$ cat config.mk
export PLATFORM = sky130hd
export DESIGN_NAME = exponential_chirp_torque_generator_core
export DESIGN_NICKNAME = d
export VERILOG_FILES = /design/src/hw/rtl/ectg_pkg.sv /design/src/hw/rtl/ectg_torque_shaper.sv /design/src/hw/rtl/exponential_chirp_torque_generator_core.sv
export SDC_FILE = /design/constraint.sdc
export NUM_CORES = 2
export LEC_CHECK = 0
export BUFFER_PORTS_ARGS = -buffer_cell sky130_fd_sc_hd__buf_2
export CORE_MARGIN = 1
export CORE_UTILIZATION = 50
export DETAILED_ROUTE_END_ITERATION = 16
export GPL_TIMING_DRIVEN = 0
export PLACE_DENSITY = 0.66
export SLEW_MARGIN = 20
export SYNTH_ARGS = -nofsm -noshare
export SYNTH_HDL_FRONTEND = slang
export SYNTH_SLANG_ARGS = --single-unit
$ cat constraint.sdc
create_clock -name aclk -period 18.4 [get_ports aclk]
set_input_delay 1.84 -clock aclk [delete_from_list [all_inputs] [get_ports aclk]]
set_output_delay 1.84 -clock aclk [all_outputs]
set_load 0.02 [all_outputs]
$ cat src/hw/rtl/ectg_pkg.sv
// ----------------------------------------------------------------------------
// ectg_pkg: shared definitions of the chirp torque generator
// Beat types, register codes, reset values and the quarter-wave sine tables.
// ----------------------------------------------------------------------------
package ectg_pkg;

    localparam int PHASE_BITS       = 32;
    localparam int SINE_TABLE_DEPTH = 1024;
    localparam int TABLE_BITS       = $clog2(SINE_TABLE_DEPTH);
    localparam int QUARTER_BITS     = TABLE_BITS - 2;
    localparam int QUARTER_DEPTH    = SINE_TABLE_DEPTH / 4;

    localparam int STEP_BITS     = 32;
    localparam int GROWTH_BITS   = 31;
    localparam int GROWTH_FRAC   = 30;
    localparam int ELAPSED_BITS  = 17;
    localparam int MNM_BITS      = 11;
    localparam int TORQUE_BITS   = MNM_BITS + 1;
    localparam int SINE_MAG_BITS = 15;
    localparam int CFG_IDX_BITS  = 3;
    localparam int CFG_DATA_BITS = 32;

    localparam logic [STEP_BITS-1:0]    START_STEP_RESET   = 32'd858993;
    localparam logic [GROWTH_BITS-1:0]  GROWTH_RESET       = 31'd1073802692;
    localparam logic [ELAPSED_BITS-1:0] SWEEP_LENGTH_RESET = 17'd60000;
    localparam logic [MNM_BITS-1:0]     PEAK_RESET         = 11'd800;
    localparam logic [MNM_BITS-1:0]     LIMIT_RESET        = 11'd1200;
    localparam logic                    REQUIRE_FREE_RESET = 1'b1;
    localparam logic [ELAPSED_BITS-1:0] ELAPSED_MAX        = '1;

    localparam longint ONE_Q30     = 64'sd1073741824;
    localparam longint HALF_PI_Q30 = 64'sd1686629713;

    typedef enum logic [CFG_IDX_BITS-1:0] {
        CFG_START_STEP   = 3'd0,
        CFG_GROWTH       = 3'd1,
        CFG_SWEEP_LENGTH = 3'd2,
        CFG_PEAK         = 3'd3,
        CFG_LIMIT        = 3'd4,
        CFG_REQUIRE_FREE = 3'd5
    } cfg_reg_t;

    typedef struct packed {
        logic motor_ready;
        logic base_mode_free;
    } in_beat_t;

    typedef struct packed {
        logic                     sweep_active;
        logic                     start_pulse;
        logic                     stop_pulse;
        logic                     hold_sync;
        logic [ELAPSED_BITS-1:0]  elapsed_ms;
        logic signed [TORQUE_BITS-1:0] torque_mnm;
    } out_beat_t;

    typedef struct packed {
        logic                  running;
        logic [TABLE_BITS-1:0] index;
    } shaper_req_t;

    typedef logic [SINE_MAG_BITS-1:0] quarter_rom_t [QUARTER_DEPTH];

    // One quarter-wave entry: sine series for even quadrants, cosine series for
    // odd ones, each a seven-term Taylor sum in Q30 and rounded to Q0.15.
    function automatic logic [SINE_MAG_BITS-1:0] quarter_entry(int r, bit use_cos);
        longint x;
        longint x2;
        longint term;
        longint sum;
        longint v;
        x  = (longint'(4 * r) * HALF_PI_Q30) / SINE_TABLE_DEPTH;
        x2 = (x * x) >>> 30;
        if (use_cos) begin
            term = ONE_Q30;
            sum  = term;
            term = ((term * x2) >>> 30) / 2;   sum = sum - term;
            term = ((term * x2) >>> 30) / 12;  sum = sum + term;
            term = ((term * x2) >>> 30) / 30;  sum = sum - term;
            term = ((term * x2) >>> 30) / 56;  sum = sum + term;
            term = ((term * x2) >>> 30) / 90;  sum = sum - term;
            term = ((term * x2) >>> 30) / 132; sum = sum + term;
        end else begin
            term = x;
            sum  = term;
            term = ((term * x2) >>> 30) / 6;   sum = sum - term;
            term = ((term * x2) >>> 30) / 20;  sum = sum + term;
            term = ((term * x2) >>> 30) / 42;  sum = sum - term;
            term = ((term * x2) >>> 30) / 72;  sum = sum + term;
            term = ((term * x2) >>> 30) / 110; sum = sum - term;
            term = ((term * x2) >>> 30) / 156; sum = sum + term;
        end
        if (sum < 0) begin
            sum = 0;
        end
        if (sum > ONE_Q30) begin
            sum = ONE_Q30;
        end
        v = (sum * 32767 + (64'sd1 <<< 29)) >>> 30;
        return v[SINE_MAG_BITS-1:0];
    endfunction

    function automatic quarter_rom_t build_quarter_rom(bit use_cos);
        quarter_rom_t rom;
        for (int r = 0; r < QUARTER_DEPTH; r++) begin
            rom[r] = quarter_entry(r, use_cos);
        end
        return rom;
    endfunction

    localparam quarter_rom_t SIN_ROM = build_quarter_rom(1'b0);
    localparam quarter_rom_t COS_ROM = build_quarter_rom(1'b1);

endpackage

$ cat src/hw/rtl/ectg_torque_shaper.sv
// ----------------------------------------------------------------------------
// ectg_torque_shaper: sine lookup, amplitude scaling and torque clamp
// Folds the table index into a quadrant, scales the Q0.15 magnitude by the
// peak value with rounding and limits the result symmetrically.
// ----------------------------------------------------------------------------
module ectg_torque_shaper (
    input  ectg_pkg::shaper_req_t                  req,
    input  logic [ectg_pkg::MNM_BITS-1:0]          peak_mnm,
    input  logic [ectg_pkg::MNM_BITS-1:0]          limit_mnm,
    output logic signed [ectg_pkg::TORQUE_BITS-1:0] torque_mnm
);

    localparam int PROD_BITS = ectg_pkg::SINE_MAG_BITS + ectg_pkg::MNM_BITS;

    logic [1:0]                           quad;
    logic [ectg_pkg::QUARTER_BITS-1:0]    rem;
    logic [ectg_pkg::SINE_MAG_BITS-1:0]   sine_mag;
    logic [PROD_BITS-1:0]                 scaled;
    logic [ectg_pkg::MNM_BITS-1:0]        mag;
    logic [ectg_pkg::MNM_BITS-1:0]        clamped;
    logic [ectg_pkg::TORQUE_BITS-1:0]     pos_torque;

    always_comb begin
        quad = req.index[ectg_pkg::TABLE_BITS-1 -: 2];
        rem  = req.index[ectg_pkg::QUARTER_BITS-1:0];
        // Odd quadrants read the cosine series, the upper half is negative.
        sine_mag = quad[0] ? ectg_pkg::COS_ROM[rem] : ectg_pkg::SIN_ROM[rem];
        scaled = PROD_BITS'(sine_mag) * PROD_BITS'(peak_mnm)
               + PROD_BITS'(1 << (ectg_pkg::SINE_MAG_BITS - 1));
        mag     = scaled[PROD_BITS-1 -: ectg_pkg::MNM_BITS];
        clamped = (mag > limit_mnm) ? limit_mnm : mag;
        pos_torque = {1'b0, clamped};
        if (!req.running) begin
            torque_mnm = '0;
        end else if (quad[1]) begin
            torque_mnm = $signed(~pos_torque + 1'b1);
        end else begin
            torque_mnm = $signed(pos_torque);
        end
    end

endmodule

$ cat src/hw/rtl/exponential_chirp_torque_generator_core.sv
// An accepted input beat passes the input register, the sweep state stage and the result register in turn.
// Throughput: one beat per cycle while the result channel does not stall.
// A stalled result beat holds all three stages in place.
// Reset (synchronous, active low) clears the sweep state, the stage valids and
// loads the register defaults; nothing else needs clearing.
// ----------------------------------------------------------------------------
// exponential_chirp_torque_generator_core: exponential sine sweep generator
// Input register, sweep state update with phase accumulator and step growth,
// then torque shaping into the result register.
// ----------------------------------------------------------------------------
module exponential_chirp_torque_generator_core (
    input  logic                                 aclk,
    input  logic                                 aresetn,
    input  logic                                 s_valid,
    output logic                                 s_ready,
    input  ectg_pkg::in_beat_t                   s_data,
    output logic                                 m_valid,
    input  logic                                 m_ready,
    output ectg_pkg::out_beat_t                  m_data,
    input  logic                                 cfg_we,
    input  logic [ectg_pkg::CFG_IDX_BITS-1:0]    cfg_index,
    input  logic [ectg_pkg::CFG_DATA_BITS-1:0]   cfg_wdata
);

    localparam int PROD_BITS  = ectg_pkg::STEP_BITS + ectg_pkg::GROWTH_BITS;
    localparam int GROWN_BITS = PROD_BITS - ectg_pkg::GROWTH_FRAC;

    typedef struct packed {
        logic                               sweep_active;
        logic                               start_pulse;
        logic                               stop_pulse;
        logic                               hold_sync;
        logic [ectg_pkg::ELAPSED_BITS-1:0]  elapsed_ms;
        ectg_pkg::shaper_req_t              req;
    } stage_b_t;

    // Configuration
    logic [ectg_pkg::STEP_BITS-1:0]    start_step_reg;
    logic [ectg_pkg::GROWTH_BITS-1:0]  growth_reg;
    logic [ectg_pkg::ELAPSED_BITS-1:0] length_reg;
    logic [ectg_pkg::MNM_BITS-1:0]     peak_reg;
    logic [ectg_pkg::MNM_BITS-1:0]     limit_reg;
    logic                              require_free_reg;

    // Sweep state
    logic                              active_reg, active_next;
    logic                              allowed_prev_reg, allowed_next;
    logic [ectg_pkg::ELAPSED_BITS-1:0] elapsed_reg, elapsed_next;
    logic [ectg_pkg::PHASE_BITS-1:0]   accum_reg, accum_next;
    logic [ectg_pkg::STEP_BITS-1:0]    step_reg, step_next;

    // Pipeline
    logic                  advance;
    logic                  a_valid_reg;
    ectg_pkg::in_beat_t    a_beat_reg;
    logic                  b_valid_reg;
    stage_b_t              b_reg, b_next;
    logic                  m_valid_reg;
    ectg_pkg::out_beat_t   m_data_reg;

    logic                                  rising;
    logic [ectg_pkg::ELAPSED_BITS-1:0]     elapsed_inc;
    logic [ectg_pkg::PHASE_BITS-1:0]       accum_sum;
    logic [PROD_BITS-1:0]                  product;
    logic [GROWN_BITS-1:0]                 grown;
    logic [ectg_pkg::STEP_BITS-1:0]        step_grown;
    logic signed [ectg_pkg::TORQUE_BITS-1:0] torque;

    assign advance = !m_valid_reg || m_ready;
    assign s_ready = advance;
    assign m_valid = m_valid_reg;
    assign m_data  = m_data_reg;

    always_ff @(posedge aclk) begin
        if (!aresetn) begin
            start_step_reg   <= ectg_pkg::START_STEP_RESET;
            growth_reg       <= ectg_pkg::GROWTH_RESET;
            length_reg       <= ectg_pkg::SWEEP_LENGTH_RESET;
            peak_reg         <= ectg_pkg::PEAK_RESET;
            limit_reg        <= ectg_pkg::LIMIT_RESET;
            require_free_reg <= ectg_pkg::REQUIRE_FREE_RESET;
        end else if (cfg_we) begin
            unique case (ectg_pkg::cfg_reg_t'(cfg_index))
                ectg_pkg::CFG_START_STEP: begin
                    start_step_reg <= cfg_wdata[ectg_pkg::STEP_BITS-1:0];
                end
                ectg_pkg::CFG_GROWTH: begin
                    growth_reg <= cfg_wdata[ectg_pkg::GROWTH_BITS-1:0];
                end
                ectg_pkg::CFG_SWEEP_LENGTH: begin
                    length_reg <= cfg_wdata[ectg_pkg::ELAPSED_BITS-1:0];
                end
                ectg_pkg::CFG_PEAK: begin
                    peak_reg <= cfg_wdata[ectg_pkg::MNM_BITS-1:0];
                end
                ectg_pkg::CFG_LIMIT: begin
                    limit_reg <= cfg_wdata[ectg_pkg::MNM_BITS-1:0];
                end
                ectg_pkg::CFG_REQUIRE_FREE: begin
                    require_free_reg <= cfg_wdata[0];
                end
                default: begin
                end
            endcase
        end
    end

    // Sweep state update for the beat held in the input register.
    always_comb begin
        allowed_next = a_beat_reg.motor_ready
                     & (require_free_reg ? a_beat_reg.base_mode_free : 1'b1);
        rising       = allowed_next & ~allowed_prev_reg;
        elapsed_inc  = (elapsed_reg < ectg_pkg::ELAPSED_MAX) ? elapsed_reg + 1'b1
                                                              : elapsed_reg;
        accum_sum    = accum_reg + step_reg[ectg_pkg::PHASE_BITS-1:0];
        product      = PROD_BITS'(step_reg) * PROD_BITS'(growth_reg);
        grown        = product[PROD_BITS-1:ectg_pkg::GROWTH_FRAC];
        // A step that grows past 32 bits saturates.
        step_grown   = grown[GROWN_BITS-1:ectg_pkg::STEP_BITS] != '0 ? '1
                     : grown[ectg_pkg::STEP_BITS-1:0];

        active_next  = active_reg;
        elapsed_next = elapsed_reg;
        accum_next   = accum_reg;
        step_next    = step_reg;
        b_next       = '0;
        b_next.req.index = accum_sum[ectg_pkg::PHASE_BITS-1 -: ectg_pkg::TABLE_BITS];

        if (!active_reg) begin
            if (rising) begin
                active_next         = 1'b1;
                elapsed_next        = '0;
                accum_next          = '0;
                step_next           = start_step_reg;
                b_next.start_pulse  = 1'b1;
                b_next.hold_sync    = 1'b1;
            end
        end else if (!allowed_next || elapsed_inc >= length_reg) begin
            // A drop of the allowed condition wins over the length check.
            active_next        = 1'b0;
            elapsed_next       = '0;
            b_next.stop_pulse  = 1'b1;
            b_next.hold_sync   = 1'b1;
        end else begin
            elapsed_next       = elapsed_inc;
            accum_next         = accum_sum;
            step_next          = step_grown;
            b_next.hold_sync   = 1'b1;
            b_next.elapsed_ms  = elapsed_inc;
            b_next.req.running = 1'b1;
        end
        b_next.sweep_active = active_next;
    end

    always_ff @(posedge aclk) begin
        if (!aresetn) begin
            active_reg       <= 1'b0;
            allowed_prev_reg <= 1'b0;
            elapsed_reg      <= '0;
            accum_reg        <= '0;
            step_reg         <= '0;
        end else if (advance && a_valid_reg) begin
            active_reg       <= active_next;
            allowed_prev_reg <= allowed_next;
            elapsed_reg      <= elapsed_next;
            accum_reg        <= accum_next;
            step_reg         <= step_next;
        end
    end

    ectg_torque_shaper u_shaper (
        .req        (b_reg.req),
        .peak_mnm   (peak_reg),
        .limit_mnm  (limit_reg),
        .torque_mnm (torque)
    );

    always_ff @(posedge aclk) begin
        if (!aresetn) begin
            a_valid_reg <= 1'b0;
            b_valid_reg <= 1'b0;
            m_valid_reg <= 1'b0;
        end else if (advance) begin
            a_valid_reg <= s_valid;
            b_valid_reg <= a_valid_reg;
            m_valid_reg <= b_valid_reg;
        end
    end

    always_ff @(posedge aclk) begin
        if (advance) begin
            a_beat_reg              <= s_data;
            b_reg                   <= b_next;
            m_data_reg.sweep_active <= b_reg.sweep_active;
            m_data_reg.start_pulse  <= b_reg.start_pulse;
            m_data_reg.stop_pulse   <= b_reg.stop_pulse;
            m_data_reg.hold_sync    <= b_reg.hold_sync;
            m_data_reg.elapsed_ms   <= b_reg.elapsed_ms;
            m_data_reg.torque_mnm   <= torque;
        end
    end

endmodule

# After elaboration in Yosys (flattened, before gate mapping)
# Memory sizes are Yosys's and may differ from the RTL's.
# Index checks and enable logic that the tools add are counted.
# W data, S select, Z words.
# op_classes
multipliers,2
bitwise,6
div_mod_pow,0
reduce_logical,17
n_eq_ne,6
shift,0
n_mux,24
addsub,4
order_cmp,4
# op_table
operator,n
$mux W32,7
$mux W15,5
$mux W17,4
$mul A32 B31 Y63,1
$add A32 B32 Y32,1
$add A26 B15 Y26 const B,1
$mul A15 B11 Y26,1
$mux W11,2
$add A17 B1 Y17 const B,1
$ge A17 B17 Y1,1
$lt A17 B17 Y1 const B,1
$reduce_and A2 Y1,8
$add A12 B1 Y12 const B,1
$not A11 Y12,1
$gt A11 B11 Y1,1
$ge A9 B9 Y1 const B,1
$not A8 Y9,1
$eq A3 B2 Y1 const B,2
$eq A3 B3 Y1 const B,2
$mux W1,6
$eq A3 B1 Y1 const B,1
$logic_not A3 Y1,1
$reduce_and A3 Y1,1
$and A1 B1 Y1,2
7 further kinds,10
# totals
ramBits,0
input_bits,42
latchBits,0
mem_count,2
rom_bits,7680
word_cells,95
register_bits,256
out_inout_bits,35
# memory_table
memory,depth,word_bits,rd,rd_clocked_by_memory_dff,write_ports,line,source
(no name shown),256,15,1,0,0,ectg_torque_shaper.sv:27,sine_mag = quad[0] ? ectg_pkg::COS_ROM[rem] : ectg_pkg::SIN_ROM[rem];
(no name shown),256,15,1,0,0,ectg_torque_shaper.sv:27,

# Depth between registers and ports, before layout
# logic_depth
depth_word,12
mapped_depth,52
ltp_nobuf,46

# Hierarchy
# Synthesis repeated with hierarchy kept, for this count alone.
# unflattened
cells_unflattened,6737
area_unflattened_um2,56804.5
# by_module_without_submodules
module,n_inst,area_per_inst_um2,seq_area_each_um2,cells_per_inst
exponential_chirp_torque_generator_core,1,43116.4,5795.6,4730
ectg_torque_shaper,1,13688.1,0.0,2007

# Worst setup path after synthesis
# No wires, ideal clock.
# synth_timing
path_kind,register to register
start,register b_reg[2] in the netlist's numbering
end,"register m_data_reg, in the netlist m_data[10] (data pin)"
stages_incl_launch_ff,48
arrival_ns,9.994
path_buffers,4
slack_ns,8.151
synth_period_minus_slack_ns,10.249
setup_ns,0.255
required_ns,18.145
cell_sequence,edfxtp_1 buf_2 inv_2 buf_2 buf_1 ha_1 inv_1 nand2_1 nor2_1 o21ai_0 o31ai_1 mux4_2 nor2_1 a311oi_1 o21ai_0 buf_2 nand2_1 fa_1 [... 12 more ...] a211oi_1 or3_1 and2_1 xnor2_1 ha_1 a21oi_2 o21ai_2 a2111oi_4 nor2_2 a2111o_1 o221a_2 inv_1 ha_1 and3_4 nand3_4 o31ai_4 xor2_1 and2_1
# synth_via
elab_chain_len,12
word_cells_on_any_way,15
cone_classes,add/sub: 2; mul: 1; order compare: 1; mux: 7; bitwise: 2; memory: 2
# synth_rtl
element,line,source
from (decl),exponential_chirp_torque_generator_core.sv:57,"stage_b_t b_reg, b_next;"
from (signal assigned),exponential_chirp_torque_generator_core.sv:193,b_reg <= b_next;
$not A8 Y9 (not written as such) (*),ectg_torque_shaper.sv:27,
$mem_v2 Z256 W15,--,
$mux W15 (not written as such) (2 in series),ectg_torque_shaper.sv:27,
$mux W15 (*),ectg_torque_shaper.sv:27,
$mul A15 B11 Y26 (*),ectg_torque_shaper.sv:28,scaled = PROD_BITS'(sine_mag) * PROD_BITS'(peak_mnm)
$add A26 B15 Y26 (*),ectg_torque_shaper.sv:29,+ PROD_BITS'(1 << (ectg_pkg::SINE_MAG_BITS - 1));
$gt A11 B11 Y1,ectg_torque_shaper.sv:31,clamped = (mag > limit_mnm) ? limit_mnm : mag;
$mux W11 (*),ectg_torque_shaper.sv:31,
$not A11 Y12,ectg_torque_shaper.sv:36,torque_mnm = $signed(~pos_torque + 1'b1);
$add A12 B1 Y12,ectg_torque_shaper.sv:36,
$mux W11 (*),ectg_torque_shaper.sv:35,end else if (quad[1]) begin
to (decl),exponential_chirp_torque_generator_core.sv:59,ectg_pkg::out_beat_t m_data_reg;
# Every way passes the cells marked *; elsewhere a longest branch is shown, timed or not. The select of a mux whose other input is x is not followed.
# A chain may end at the register's enable or synchronous reset.

# Final worst setup path
# layout_timing
start,register b_reg[1] in the netlist's numbering
end,"register m_data_reg, in the netlist m_data[8] (data pin)"
# The elaborated chain is that of the path after synthesis.

==> flow_metrics.env <==
export IMPL_grt_max_degree=37
export IMPL_slew_headroom=0.07661
export IMPL_finalInstanceArea_sq_um=58280
export IMPL_netlist_instances=6710
export IMPL_utilization=0.5347
export IMPL_die_w_um=334.0
export IMPL_fillCellCount=10320
export IMPL_dp_cells=8202
export IMPL_area_growth_pct=5.765
export IMPL_grt_pass1_wl_um=365600
export IMPL_fmax_mhz=69.06
export IMPL_die_height_um=334.0
export IMPL_syn_area_per_cell_sq_um=8.212
export IMPL_holdPathEnd="m_data[15]"
export IMPL_reg2regPathDepth=44
export IMPL_wl_met3_um=29380
export IMPL_wl_met2_um=110000
export IMPL_hp_class="flop to flop"
export IMPL_cp_max_fo=13
export IMPL_postRouteAntennaNets=0
export IMPL_synth_top_area_share=0.3564
export IMPL_ys_seq_area_frac=0.1052
export IMPL_pre_cts_ws_ps=4711
export IMPL_clock_path_buffers=3
export IMPL_clk_latency_ps=570
export IMPL_synth_seq_cells=256
export IMPL_tightestPinTransition_ps=1380
export IMPL_wl_met1_um=90230
export IMPL_die_area_sq_um=111500
export IMPL_cts_setup_buffers=0
export IMPL_largest_reg_flops=33
export IMPL_drt_iter0_drc=6122
export IMPL_syn_area_sq_um=55110
export IMPL_hold_viol_final=0
export IMPL_dpl_cell_area_sq_um=57360
export IMPL_worstHoldPathCells=0
export IMPL_vdd_drop_max_mv=0.06380
export IMPL_synthTopCellsByCount="nand2_1 (1399), inv_1 (1116), fa_1 (981)"
export IMPL_crit_type="flop to flop"
export IMPL_grt_pass1_vias=52914
export IMPL_hp_start="b_reg[14]"
export IMPL_track_usage=0.4582
export IMPL_cp_slowest_stage_delay_ps=890
export IMPL_path_clk_slew_ps=60
export IMPL_core_area_sq_um=109000
export IMPL_place_congestion=1.132
export IMPL_status="finished clean"
export IMPL_start_util=0.5055
export IMPL_drt_pass1_iterations=10
export IMPL_ys_flop_type="dfxtp_1"
export IMPL_slowest_stage="nor2_1"
export IMPL_cts_tree="yes"
export IMPL_setup_tns_ps=0
export IMPL_fin_cells=8271
export IMPL_p_leak_nw=26.79
export IMPL_power_density_nw_per_um2=35.53
export IMPL_nets=8252
export IMPL_slew_viol_final=0
export IMPL_grt_overflow_total=0
export IMPL_fin_ws_ps=3919
export IMPL_period_needed_ps=14480
export IMPL_rsz0062_at_grt="false"
export IMPL_netlist_top_cells_area="fa_1 (36%), nand2_1 (9.5%), ha_1 (9.4%), inv_1 (7.6%), dfxtp_1 (6.9%)"
export IMPL_postSynthNetCount=8145
export IMPL_grt_antenna_before_repair=23
export IMPL_reg2reg_slack_ps=3920
export IMPL_synth_distinct_cells=95
export IMPL_cts_buffers_inserted=26
export IMPL_io_pins=77
export IMPL_synth_edf_count=67
export IMPL_drive_gt1_frac=0.04139
export IMPL_reg2reg_from="b_reg[1]"
export IMPL_crit_path_end_kind="flop"
export IMPL_dp_hpwl_um=200900
export IMPL_yosysWarnings=0
export IMPL_synth_most_common_cell="nand2_1"
export IMPL_maxCapViolations=0
export IMPL_io_buffer_count=75
export IMPL_cts_hold_buf=0
export IMPL_worstPathRequired_ps=18700
export IMPL_r2r_end="m_data[8]"
export IMPL_cp_start_kind="flop"
export IMPL_skew_ps=28.69
export IMPL_dr_max_layer_used="met5"
export IMPL_async_flop_share=0
export IMPL_cts_resized=0
export IMPL_setup_violations=0
export IMPL_viasPerCell=6.261
export IMPL_worstPathArrival_ps=14780
export IMPL_drc=0
export IMPL_cts_sinks=256
export IMPL_routed_wl_um=254900
export IMPL_wl_per_cell_um=30.81
export IMPL_cts_root_buf="clkbuf_16"
export IMPL_vias=51782
export IMPL_fp_row_count=121
export IMPL_synth_top_area_cell="fa_1"
export IMPL_htree_num_levels=1
export IMPL_fin_crit_sh=0.7870
[kinds of logic after synthesis]
group / after synthesis / share of synthesized area
fa+ha+maj: 1393 / 0.4499
mux: 26 / 0.008606
simple gates: 2266 / 0.1804
buf+inv: 1575 / 0.1094
xor+xnor: 95 / 0.01510
flops: 256 / 0.1052
compound gates: 1099 / 0.1313
[worst max path at each step]
stage | start | to | slack, ps | depth (start not counted)
after floorplan | b_reg[2] | m_data[10] | 8150 | 47
after global placement | b_reg[2] | m_data[8] | 4380 | 45
after detailed placement | b_reg[1] | m_data[8] | 4710 | 46
after CTS | b_reg[1] | m_data[8] | 4650 | 44
after global routing | b_reg[1] | m_data[8] | 3840 | 44
final | b_reg[1] | m_data[8] | 3920 | 44
[area by class of cell]
type / count / area (sq um) / area share
multi-input cells: 4879 / 43320 / 0.7433
inverters: 1120 / 4207 / 0.07218
plain buffers: 455 / 1849 / 0.03173
clock inverters: 13 / 146.4 / 0.002512
clock buffers: 35 / 716.9 / 0.01230
diodes: 20 / 50.05 / 0.0008587
repair buffers: 79 / 429.2 / 0.007364
flip-flops and latches: 256 / 5796 / 0.09944
well taps: 1414 / 1769 / 0.03036
[cells in the final DEF, fill, tap and decap left out, drive strengths merged, types with 11 or more instances in the layout]
cell type | synthesis | final
a2111oi | 12 | 12
a211oi | 40 | 40
a21boi | 100 | 100
a21o | 50 | 50
a21oi | 280 | 280
a221oi | 12 | 12
a22o | 11 | 11
a22oi | 17 | 17
a311oi | 23 | 23
a31oi | 52 | 52
and2 | 278 | 278
and3 | 22 | 22
buf | 93 | 172
clkbuf | 362 | 397
dfxtp | 189 | 189
diode | 0 | 20
edfxtp | 67 | 67
fa | 981 | 981
ha | 412 | 412
inv | 1119 | 1121
mux4 | 17 | 17
nand2 | 1399 | 1399
nand2b | 21 | 21
nand3 | 101 | 101
nand4 | 24 | 24
nor2 | 247 | 247
nor2b | 46 | 46
nor3 | 72 | 72
o211ai | 55 | 55
o21a | 22 | 22
o21ai | 239 | 239
o21bai | 14 | 14
o221ai | 43 | 43
o22ai | 24 | 24
o311ai | 26 | 26
o31ai | 22 | 22
or2 | 15 | 15
or3 | 11 | 11
xnor2 | 56 | 56
xor2 | 39 | 39
[routing by layer]
layer | up-vias | track usage
met2 | 3643 | 0.7025
met1 | 25643 | 0.5489
met3 | 1020 | 0.1198
li1 | 21448 | -
met4 | 28 | 0.3586
met5 | - | 0
[power by group]
| group | switching, mW | internal (mW) | total, mW |
|---|---|---|---|
| logic | 0.615 | 0.302 | 0.917 |
| clock network | 0.234 | 0.305 | 0.538 |
| registers | 0.0233 | 0.592 | 0.615 |
| total | 0.872 | 1.20 | 2.07 |
[through the flow]
stage          hold slack, ps  power, mW
6_report                422.8      2.071
5_1_grt                 428.6      2.164
4_1_cts                 424.4      2.041
3_5_place_dp            405.4      1.507
3_3_place_gp            402.1      1.492
2_1_floorplan           400.3      1.190
[worst max-delay path: cells and delay by family (launching register included)]
| family | cells | cell delay, ps |
|---|---|---|
| and+or+nand+nor | 12 | 3780 |
| DFF | 1 | 800 |
| buffers and inverters | 9 | 1760 |
| AOI/OAI and AO/OA | 10 | 3200 |
| xor gates and xnor gates | 2 | 320 |
| adders and majority gates | 9 | 3520 |
| muxes | 2 | 770 |
No activity file was read; power rests on OpenSTA's default activity.
